File: config.mk
export PLATFORM = sky130hd
export DESIGN_NAME = rtmp_chunk_header_parser
export DESIGN_NICKNAME = d
export VERILOG_FILES = /design/src/rtl/core/rtmpchp_pkg.sv /design/src/rtl/core/rtmp_chunk_header_parser.sv
export SDC_FILE = /design/constraint.sdc
export NUM_CORES = 1
export LEC_CHECK = 0
export ABC_AREA = 1
export BUFFER_PORTS_ARGS = -buffer_cell sky130_fd_sc_hd__buf_2
export CAP_MARGIN = 20
export CORE_MARGIN = 4
export CORE_UTILIZATION = 40
export DETAILED_ROUTE_END_ITERATION = 10
export PLACE_DENSITY = 0.69
export SLEW_MARGIN = 20
export SYNTH_ARGS = -nofsm -noshare
export SYNTH_HDL_FRONTEND = slang
export SYNTH_SLANG_ARGS = --single-unit
File: constraint.sdc
create_clock -name clk -period 12.75 [get_ports clk]
set_input_delay 3.1875 -clock clk [delete_from_list [all_inputs] [get_ports clk]]
set_output_delay 3.1875 -clock clk [all_outputs]
set_load 0.005 [all_outputs]
File: src/rtl/core/rtmpchp_pkg.sv
// Package for the RTMP chunk header parser: constants, result type and helpers.
package rtmpchp_pkg;

  localparam logic [31:0] EXT_MARK     = 32'h00FF_FFFF;
  localparam logic [16:0] CHAN_OFFSET  = 17'd64;
  localparam logic [4:0]  EXT_BYTES    = 5'd4;

  // chunk formats
  localparam logic [1:0] FMT_FULL  = 2'd0;
  localparam logic [1:0] FMT_SIZE  = 2'd1;
  localparam logic [1:0] FMT_DELTA = 2'd2;
  localparam logic [1:0] FMT_NONE  = 2'd3;

  // basic header stream id escapes
  localparam logic [5:0] ID_ONE_BYTE = 6'd0;
  localparam logic [5:0] ID_TWO_BYTE = 6'd1;

  // message header byte offsets
  localparam logic [4:0] MSG_TIME_END = 5'd3;
  localparam logic [4:0] MSG_LEN_END  = 5'd6;
  localparam logic [4:0] MSG_TYPE     = 5'd6;
  localparam logic [4:0] MSG_STREAM0  = 5'd7;
  localparam logic [4:0] MSG_STREAM1  = 5'd8;
  localparam logic [4:0] MSG_STREAM2  = 5'd9;
  localparam logic [4:0] MSG_STREAM3  = 5'd10;

  typedef struct packed {
    logic [1:0]  frame_format;
    logic [16:0] channel_id;
    logic [31:0] time_value;
    logic [23:0] payload_length;
    logic [7:0]  message_type;
    logic [31:0] message_stream;
    logic        extended_time;
    logic [4:0]  header_length;
  } res_t;

  function automatic logic [3:0] msg_len(input logic [1:0] fmt);
    logic [3:0] len;
    unique case (fmt)
      FMT_FULL:  len = 4'd11;
      FMT_SIZE:  len = 4'd7;
      FMT_DELTA: len = 4'd3;
      default:   len = 4'd0;
    endcase
    return len;
  endfunction

endpackage

File: src/rtl/core/rtmp_chunk_header_parser.sv
// Top level of the RTMP chunk header parser.
// Takes one byte per cycle while in_stall is low; the header state is updated by one
// pass of byte-wide logic per item, and the result for the byte that completes the
// header is registered into the output register, or into a one-entry skid buffer when
// the output is stalled; the input only stalls when both hold unread results.
module rtmp_chunk_header_parser (
  input  logic        clk,
  input  logic        rst_n,
  input  logic        in_valid,
  output logic        in_stall,
  input  logic [7:0]  in_data_byte,
  input  logic        in_header_start,
  output logic        out_valid,
  input  logic        out_stall,
  output logic [1:0]  out_frame_format,
  output logic [16:0] out_channel_id,
  output logic [31:0] out_time_value,
  output logic [23:0] out_payload_length,
  output logic [7:0]  out_message_type,
  output logic [31:0] out_message_stream,
  output logic        out_extended_time,
  output logic [4:0]  out_header_length
);

  logic        active_r, active_nxt;
  logic [4:0]  pos_r, pos_nxt;
  logic [1:0]  basic_r, basic_nxt;
  logic [1:0]  fmt_r, fmt_nxt;
  logic [16:0] chan_r, chan_nxt;
  logic [31:0] time_r, time_nxt;
  logic [23:0] len_r, len_nxt;
  logic [7:0]  type_r, type_nxt;
  logic [31:0] stream_r, stream_nxt;
  logic        ext_r, ext_nxt;

  logic        out_valid_r, out_valid_nxt;
  logic        skid_valid_r, skid_valid_nxt;
  rtmpchp_pkg::res_t out_r, out_nxt, skid_r, skid_nxt, res;

  logic        accept, emit, step;
  logic [5:0]  id;
  logic [4:0]  m_off, total;
  logic [3:0]  ml;

  assign in_stall = skid_valid_r;
  assign accept   = in_valid & ~skid_valid_r;
  assign id       = in_data_byte[5:0];
  assign m_off    = pos_r - {3'b0, basic_r};

  // header state update for one byte
  always_comb begin
    active_nxt = active_r;
    pos_nxt    = pos_r;
    basic_nxt  = basic_r;
    fmt_nxt    = fmt_r;
    chan_nxt   = chan_r;
    time_nxt   = time_r;
    len_nxt    = len_r;
    type_nxt   = type_r;
    stream_nxt = stream_r;
    ext_nxt    = ext_r;
    step       = 1'b0;
    if (accept && in_header_start) begin
      step       = 1'b1;
      active_nxt = 1'b1;
      fmt_nxt    = in_data_byte[7:6];
      if (id == rtmpchp_pkg::ID_ONE_BYTE) begin
        basic_nxt = 2'd2;
      end else if (id == rtmpchp_pkg::ID_TWO_BYTE) begin
        basic_nxt = 2'd3;
      end else begin
        basic_nxt = 2'd1;
      end
      chan_nxt   = {11'b0, id};
      time_nxt   = '0;
      len_nxt    = '0;
      type_nxt   = '0;
      stream_nxt = '0;
      ext_nxt    = 1'b0;
      pos_nxt    = 5'd1;
    end else if (accept && active_r) begin
      step = 1'b1;
      if (pos_r < {3'b0, basic_r}) begin
        if (pos_r == 5'd1) begin
          chan_nxt = rtmpchp_pkg::CHAN_OFFSET + {9'b0, in_data_byte};
        end else begin
          chan_nxt = chan_r + {1'b0, in_data_byte, 8'b0};
        end
      end else begin
        // past the message header only the extended timestamp remains
        priority if (m_off >= {1'b0, rtmpchp_pkg::msg_len(fmt_r)}) begin
          time_nxt = {time_r[23:0], in_data_byte};
        end else if (m_off < rtmpchp_pkg::MSG_TIME_END) begin
          time_nxt = {8'b0, time_r[15:0], in_data_byte};
        end else if (m_off < rtmpchp_pkg::MSG_LEN_END) begin
          len_nxt = {len_r[15:0], in_data_byte};
        end else if (m_off == rtmpchp_pkg::MSG_TYPE) begin
          type_nxt = in_data_byte;
        end else if (m_off == rtmpchp_pkg::MSG_STREAM0) begin
          stream_nxt = stream_r | {24'b0, in_data_byte};
        end else if (m_off == rtmpchp_pkg::MSG_STREAM1) begin
          stream_nxt = stream_r | {16'b0, in_data_byte, 8'b0};
        end else if (m_off == rtmpchp_pkg::MSG_STREAM2) begin
          stream_nxt = stream_r | {8'b0, in_data_byte, 16'b0};
        end else if (m_off == rtmpchp_pkg::MSG_STREAM3) begin
          stream_nxt = stream_r | {in_data_byte, 24'b0};
        end else begin
          stream_nxt = stream_r;
        end
      end
      pos_nxt = pos_r + 5'd1;
    end

    ml = rtmpchp_pkg::msg_len(fmt_nxt);
    // escape marker at the end of the message header pulls in four more bytes
    if (step && fmt_nxt != rtmpchp_pkg::FMT_NONE && !ext_nxt &&
        pos_nxt == ({3'b0, basic_nxt} + {1'b0, ml}) && time_nxt == rtmpchp_pkg::EXT_MARK) begin
      ext_nxt  = 1'b1;
      time_nxt = '0;
    end
    total = {3'b0, basic_nxt} + {1'b0, ml} + (ext_nxt ? rtmpchp_pkg::EXT_BYTES : 5'd0);
    emit  = step && (pos_nxt >= total);
    if (emit) begin
      active_nxt = 1'b0;
    end

    res.frame_format   = fmt_nxt;
    res.channel_id     = chan_nxt;
    res.time_value     = time_nxt;
    res.payload_length = len_nxt;
    res.message_type   = type_nxt;
    res.message_stream = stream_nxt;
    res.extended_time  = ext_nxt;
    res.header_length  = total;
  end

  // output register with skid entry
  always_comb begin
    out_valid_nxt  = out_valid_r;
    out_nxt        = out_r;
    skid_valid_nxt = skid_valid_r;
    skid_nxt       = skid_r;
    if (!out_valid_r || !out_stall) begin
      if (skid_valid_r) begin
        out_nxt        = skid_r;
        out_valid_nxt  = 1'b1;
        skid_valid_nxt = 1'b0;
      end else begin
        out_nxt       = res;
        out_valid_nxt = emit;
      end
    end else if (emit) begin
      skid_nxt       = res;
      skid_valid_nxt = 1'b1;
    end
  end

  always_ff @(posedge clk) begin
    if (!rst_n) begin
      active_r     <= 1'b0;
      out_valid_r  <= 1'b0;
      skid_valid_r <= 1'b0;
    end else begin
      active_r     <= active_nxt;
      out_valid_r  <= out_valid_nxt;
      skid_valid_r <= skid_valid_nxt;
    end
  end

  always_ff @(posedge clk) begin
    pos_r    <= pos_nxt;
    basic_r  <= basic_nxt;
    fmt_r    <= fmt_nxt;
    chan_r   <= chan_nxt;
    time_r   <= time_nxt;
    len_r    <= len_nxt;
    type_r   <= type_nxt;
    stream_r <= stream_nxt;
    ext_r    <= ext_nxt;
    out_r    <= out_nxt;
    skid_r   <= skid_nxt;
  end

  assign out_valid          = out_valid_r;
  assign out_frame_format   = out_r.frame_format;
  assign out_channel_id     = out_r.channel_id;
  assign out_time_value     = out_r.time_value;
  assign out_payload_length = out_r.payload_length;
  assign out_message_type   = out_r.message_type;
  assign out_message_stream = out_r.message_stream;
  assign out_extended_time  = out_r.extended_time;
  assign out_header_length  = out_r.header_length;

endmodule

======== Word level (Yosys, flattened, before mapping) ========
Index checks and enable logic that the tools add are counted.
operators by class
  add/subtract/negate cells ............... 6
  multiply operators ...................... 0
  divide/modulo/power cells ............... 0
  $lt $le $gt $ge ......................... 5
  equal/unequal tests ..................... 14
  shift operators ......................... 0
  multiplexer cells ....................... 52
  bitwise operators ....................... 8
  reductions and logical operators ........ 17
operator list
  kind                                                                     count
  32-bit 2-to-1 mux                                                        17
  24-bit 2-to-1 mux                                                        6
  121-bit 2-to-1 mux                                                       1
  17-bit 2-to-1 mux                                                        4
  8-bit 2-to-1 mux                                                         7
  32-bit by 24-bit equality test with 1-bit output, second input constant  1
  32-bit by 16-bit bitwise OR with 32-bit output                           1
  32-bit by 24-bit bitwise OR with 32-bit output                           1
  32-bit bitwise OR                                                        1
  32-bit by 8-bit bitwise OR with 32-bit output                            1
  4-bit one-hot mux with 3 select lines                                    2
  17-bit by 16-bit adder with 17-bit output                                1
  5-bit by 4-bit equality test with 1-bit output, second input constant    3
  4-bit 2-to-1 mux                                                         3
  5-bit by 3-bit equality test with 1-bit output, second input constant    2
  5-bit 2-to-1 mux                                                         2
  7-bit by 8-bit adder with 9-bit output, first input constant             1
  2-bit 2-to-1 mux                                                         4
  1-bit logical AND                                                        7
  6-bit by 1-bit equality test with 1-bit output, second input constant    1
  6-bit logical NOT                                                        1
  2-bit by 4-bit adder with 5-bit output                                   1
  5-bit by 1-bit adder with 5-bit output, second input constant            1
  5-bit by 3-bit adder with 5-bit output                                   1
  other kinds (20)                                                         32
storage, ports and cells
  flip-flop bits (word level) ............. 368
  bits in latches ......................... 0
  memory bits (writable) .................. 0
  ROM bits ................................ 0
  input port bits ......................... 13
  output and inout bits ................... 123
  word-level logic and storage cells ...... 130
  memories ................................ 0

======== Depth between registers and ports, before layout ========
  depth in word-level cells ............... 18
  depth in mapped cells ................... 38

======== Least setup slack after synthesis ========
Ideal clock, no wire load.
  path type ............................... input to register
  from .................................... input in_header_start
  to ...................................... register skid_r[0] in the netlist's numbering (enable)
  library setup time ...................... 603 ps
  arrival ................................. 12255 ps
  data required time ...................... 12147 ps
  path slack .............................. -107 ps
  stages .................................. 34
  path through ............................ nand3_2 -> inv_1 -> clkbuf_1 -> clkbuf_1 -> nand2_1 -> o21ai_0 -> nand2_1 -> ha_1 -> fa_1 -> inv_1 -> ha_1 -> nand2_1 -> a21oi_1 -> nand3_1 -> inv_1 -> nand2_1 -> nor2_1 -> nand2_1 -> nor2_1 -> nand2_1 -> nor2_1 -> nand2_1 -> nor2_4 -> nand2_4 -> nand2_1 -> ha_1 -> inv_1 -> ha_1 -> inv_1 -> o21bai_1 -> a21oi_1 -> nor2_1 -> o21ai_0 -> nor2_1
RTL lines
  what                                    RTL line                         RTL
  start, declared                         rtmp_chunk_header_parser.sv:12   input logic in_header_start,
  1-bit logical AND                       rtmp_chunk_header_parser.sv:63   if (accept && in_header_start) begin
  2-bit 2-to-1 mux                        rtmp_chunk_header_parser.sv:63
  named net basic_nxt[0]                  rtmp_chunk_header_parser.sv:27   logic [1:0] basic_r, basic_nxt;
  2-bit by 4-bit adder with 5-bit output  rtmp_chunk_header_parser.sv:121  total = {3'b0, basic_nxt} + {1'b0, ml} + (ext_nxt ? rtmpchp_pkg::EXT_BYTES : 5'd0);
  5-bit by 3-bit adder with 5-bit output  rtmp_chunk_header_parser.sv:121
  named net total[1]                      rtmp_chunk_header_parser.sv:42   logic [4:0] m_off, total;
  5-bit greater-or-equal comparator       rtmp_chunk_header_parser.sv:122  emit = step && (pos_nxt >= total);
  1-bit logical AND                       rtmp_chunk_header_parser.sv:122
  2-bit AND reduction (no source line)    n/a
  end signal, assigned                    rtmp_chunk_header_parser.sv:181  skid_r <= skid_nxt;
  end, declared                           rtmp_chunk_header_parser.sv:38   rtmpchp_pkg::res_t out_r, out_nxt, skid_r, skid_nxt, res;
The timed path passes the listed nets, and every way through them passes these cells.
A chain may end at the register's enable or synchronous reset.

======== Final worst setup path ========
  from .................................... input in_valid
  to ...................................... register skid_r[80] in the netlist's numbering (enable)
RTL lines
  what                                    RTL line                         RTL
  start, declared                         rtmp_chunk_header_parser.sv:9    input logic in_valid,
  1-bit bitwise AND                       rtmp_chunk_header_parser.sv:46   assign accept = in_valid & ~skid_valid_r;
  1-bit logical AND                       rtmp_chunk_header_parser.sv:63
  2-bit 2-to-1 mux                        rtmp_chunk_header_parser.sv:63
  named net basic_nxt[0]                  rtmp_chunk_header_parser.sv:27
  2-bit by 4-bit adder with 5-bit output  rtmp_chunk_header_parser.sv:121
  5-bit by 3-bit adder with 5-bit output  rtmp_chunk_header_parser.sv:121
  named net total[1]                      rtmp_chunk_header_parser.sv:42
  5-bit greater-or-equal comparator       rtmp_chunk_header_parser.sv:122
  1-bit logical AND                       rtmp_chunk_header_parser.sv:122
  2-bit AND reduction (no source line)    n/a
The timed path passes the listed nets, and every way through them passes these cells.

==> qor.txt <==
Status = complete, no violations
Worst min-delay path class = flip-flop to flip-flop
Peak Freq = 104 MHz
Gr ovfl total = 0
Syn Nets = 1528
Rel. slew slack = 38.5%
Post-synth EDFFs = 242
Final setup vio count = 0
Number of vias in the routed layout = 10.4k
Period Utilization, post-route = 75.1%
First-pass GRT wire length = 55400 µm
IO buf count = 135
Worst r2r src = in_stall
Slowest stage delay, CP = 670 ps
Setup Buffers After CTS = 0
Final hold violation count = 0
CORE AREA = 36800 µm²
Pwr/cell area = 168 nW/µm²
Peak VDD IR = 0.0891 mV
Ports = 136
Area Overhead vs Synth = 14.8%
Die footprint = 40700 µm²
Hold EP = len_r[18]
R2R Path End = skid_r[80]
GP Congestion = 0.869
Worst-Skew Late Latency = 520 ps
Core Rows = 70
CTS Hold Buffers Added = 0
Crit path kind = input pin to flip-flop
Clk root buf = clkbuf_16
Top cells by area, synth = edfxtp_1 (48%), dfxtp_1 (17%), nand2_1 (11%)
Mapped Avg Cell Area = 10.1 µm²
Met2 routed WL = 16000 µm
Max Cap Viol = 0
Startpoint types = input pin
CTS tree = yes
Synthesis Warnings = 0
Number of diodes = 0
Slowest CP cell = nand3_2
Mapped Area = 15000 µm²
Vias in the first global route = 10.0k
Synth cell types = 40
Worst-path maximum fanout = 98
R2R Setup Slk = 4420 ps
Most common cell in the synthesized netlist = nand2_1
Total GRT Usage = 16.8%
Post-synth top cells = nand2_1 (447), edfxtp_1 (242), nor2_1 (131)
Seq/Total Area, Yosys = 65.2%
Post-cts resize count = 0
Arr. time, crit path = 9730 ps
R2R depth = 35
Wl on met1 = 15800 µm
Share of cells above drive strength 1 = 16.2%
Sink Count = 368
RSZ-0062 raised after global routing = no
DIE HEIGHT = 202 µm
Wire per inst = 16.5 µm
Worst hold path depth = 2
Remaining DRCs = 0
Initial DRT Pass Iterations = 5
Most frequent CP cell = nand2_1
WL met3 = 2010 µm
Post-route ant nets = 0
Highest routed metal layer = met5
Static leakage = 7.66 nW
Largest net degree at the start of global routing = 106
Critical path required time = 12900 ps
Starting Density = 40.8%
Share of the synthesized area in the top cell type = 48.4%
Setup TNS = 0 ps
Yosys reg bits = 368
Worst-path clk slew = 60 ps
Tmin final = 9580 ps
Wirelength, routed = 34600 µm
Cells after Synth = 1486
Clock Skew = 11.5 ps
H-tree depth = 2
Ys flop type = edfxtp_1
Fill cell count = 3411
Vias per std cell = 4.93
Die width = 202 µm
DRC marker count from the first detailed-route iteration = 747
Total power = 2.90 mW
Pins Over Slew Limit = 0
Worst setup EP type = flip-flop
Post-synth ARST share = 0%
Hold_sp = len_r[18]
Total CTS buffers = 39
CTS max path bufs = 3
Post-DP HPWL = 22800 µm
Area leader, netlist = edfxtp_1
Worst-margin pin slew = 920 ps
NumNets Final = 1645
Antenna violations before repair = 1
[routing by layer]
layer	track usage, %	up-vias
li1	-	5127
met1	23.6	4884
met2	26.7	282
met3	3.32	57
met4	4.57	2
met5	0	-
[per-stage QoR]
step	cell area (µm²)	hold WS, ps	setup slack, ps	cells	utilization (%)
4_1_cts	17200	501	3230	2100	46.8
3_5_place_dp	16000	491	2710	2030	43.5
6_report	17200	500	3170	2100	46.8
3_3_place_gp	16000	485	2900	2030	43.5
5_1_grt	17200	521	2470	2100	46.8
2_1_floorplan	15000	436	80.4	1486	-
[cell type report]
class	instances	area [µm²]	area share, %
Multi-Input combinational cell	922	4390	25.5
Sequential cell	368	9790	56.9
Clock inverter	9	77.6	0.450
Tap cell	468	586	3.40
Clock buffer	61	1140	6.62
Inverter	131	495	2.88
Timing Repair Buffer	141	737	4.28
[worst max-delay path: cells and delay by family]
kind                       cells  cell delay (ps)
adders and majority gates      5             1530
buffers and inverters          7             1310
AOI/OAI and AO/OA              5              630
and+or+nand+nor               17             2870
[registers in the layout, indices dropped and copies added, names as in the netlist]
register            cells
out_payload_length     24
out_message_stream     32
out_channel_id         17
in_stall                1
out_header_length       5
out_message_type        8
pos_r                   5
out_valid               1
out_extended_time       1
chan_r                 17
active_r                1
skid_r                121
stream_r               32
fmt_r                   2
basic_r                 2
out_time_value         32
out_frame_format        2
len_r                  24
type_r                  8
time_r                 32
ext_r                   1
[placed cells by master (no fill, tap or decap), types with 4 or more instances in the layout]
cell / count
nand2_2: 5
or2_2: 5
a21oi_1: 85
nand4_1: 4
nor2_1: 130
nor2_2: 28
nor2_4: 8
nand3_1: 54
o21ai_0: 82
nand2_1: 446
buf_4: 4
clkbuf_16: 40
clkinv_2: 4
clkbuf_1: 15
nand3_2: 9
buf_2: 135
edfxtp_1: 242
inv_2: 6
nand3b_1: 11
ha_1: 26
inv_1: 123
dfxtp_1: 125
clkbuf_8: 6
[worst max-delay path by stage]
stage / from / endpoint / slack (ps) / cells past startpoint
4_1_cts: in_valid / skid_r[71] / 3230 / 34
3_5_place_dp: in_valid / skid_r[83] / 2710 / 34
2_1_floorplan: in_header_start / skid_r[0] / 80 / 34
3_3_place_gp: in_valid / skid_r[83] / 2900 / 32
6_report: in_valid / skid_r[80] / 3170 / 34
5_1_grt: in_valid / skid_r[0] / 2470 / 34
[where the power goes]
group	leakage, nW	internal, mW	switching [mW]	total [mW]
Clock	0.592	0.635	0.442	1.08
Combinational	3.48	0.137	0.269	0.406
Sequential	3.59	1.38	0.0397	1.42
[logic make-up (layout without fill, tap and decap cells)]
| group | Yosys count | in the layout | share of synthesized area [%] |
|---|---|---|---|
| xor+xnor | 2 | 2 | 0.117 |
| flops | 368 | 368 | 65.2 |
| buf+inv | 196 | 342 | 5.57 |
| simple gates | 712 | 712 | 20.3 |
| compound gates | 179 | 179 | 6.15 |
| fa+ha+maj | 29 | 29 | 2.57 |
(Power assumes the default switching activity.)
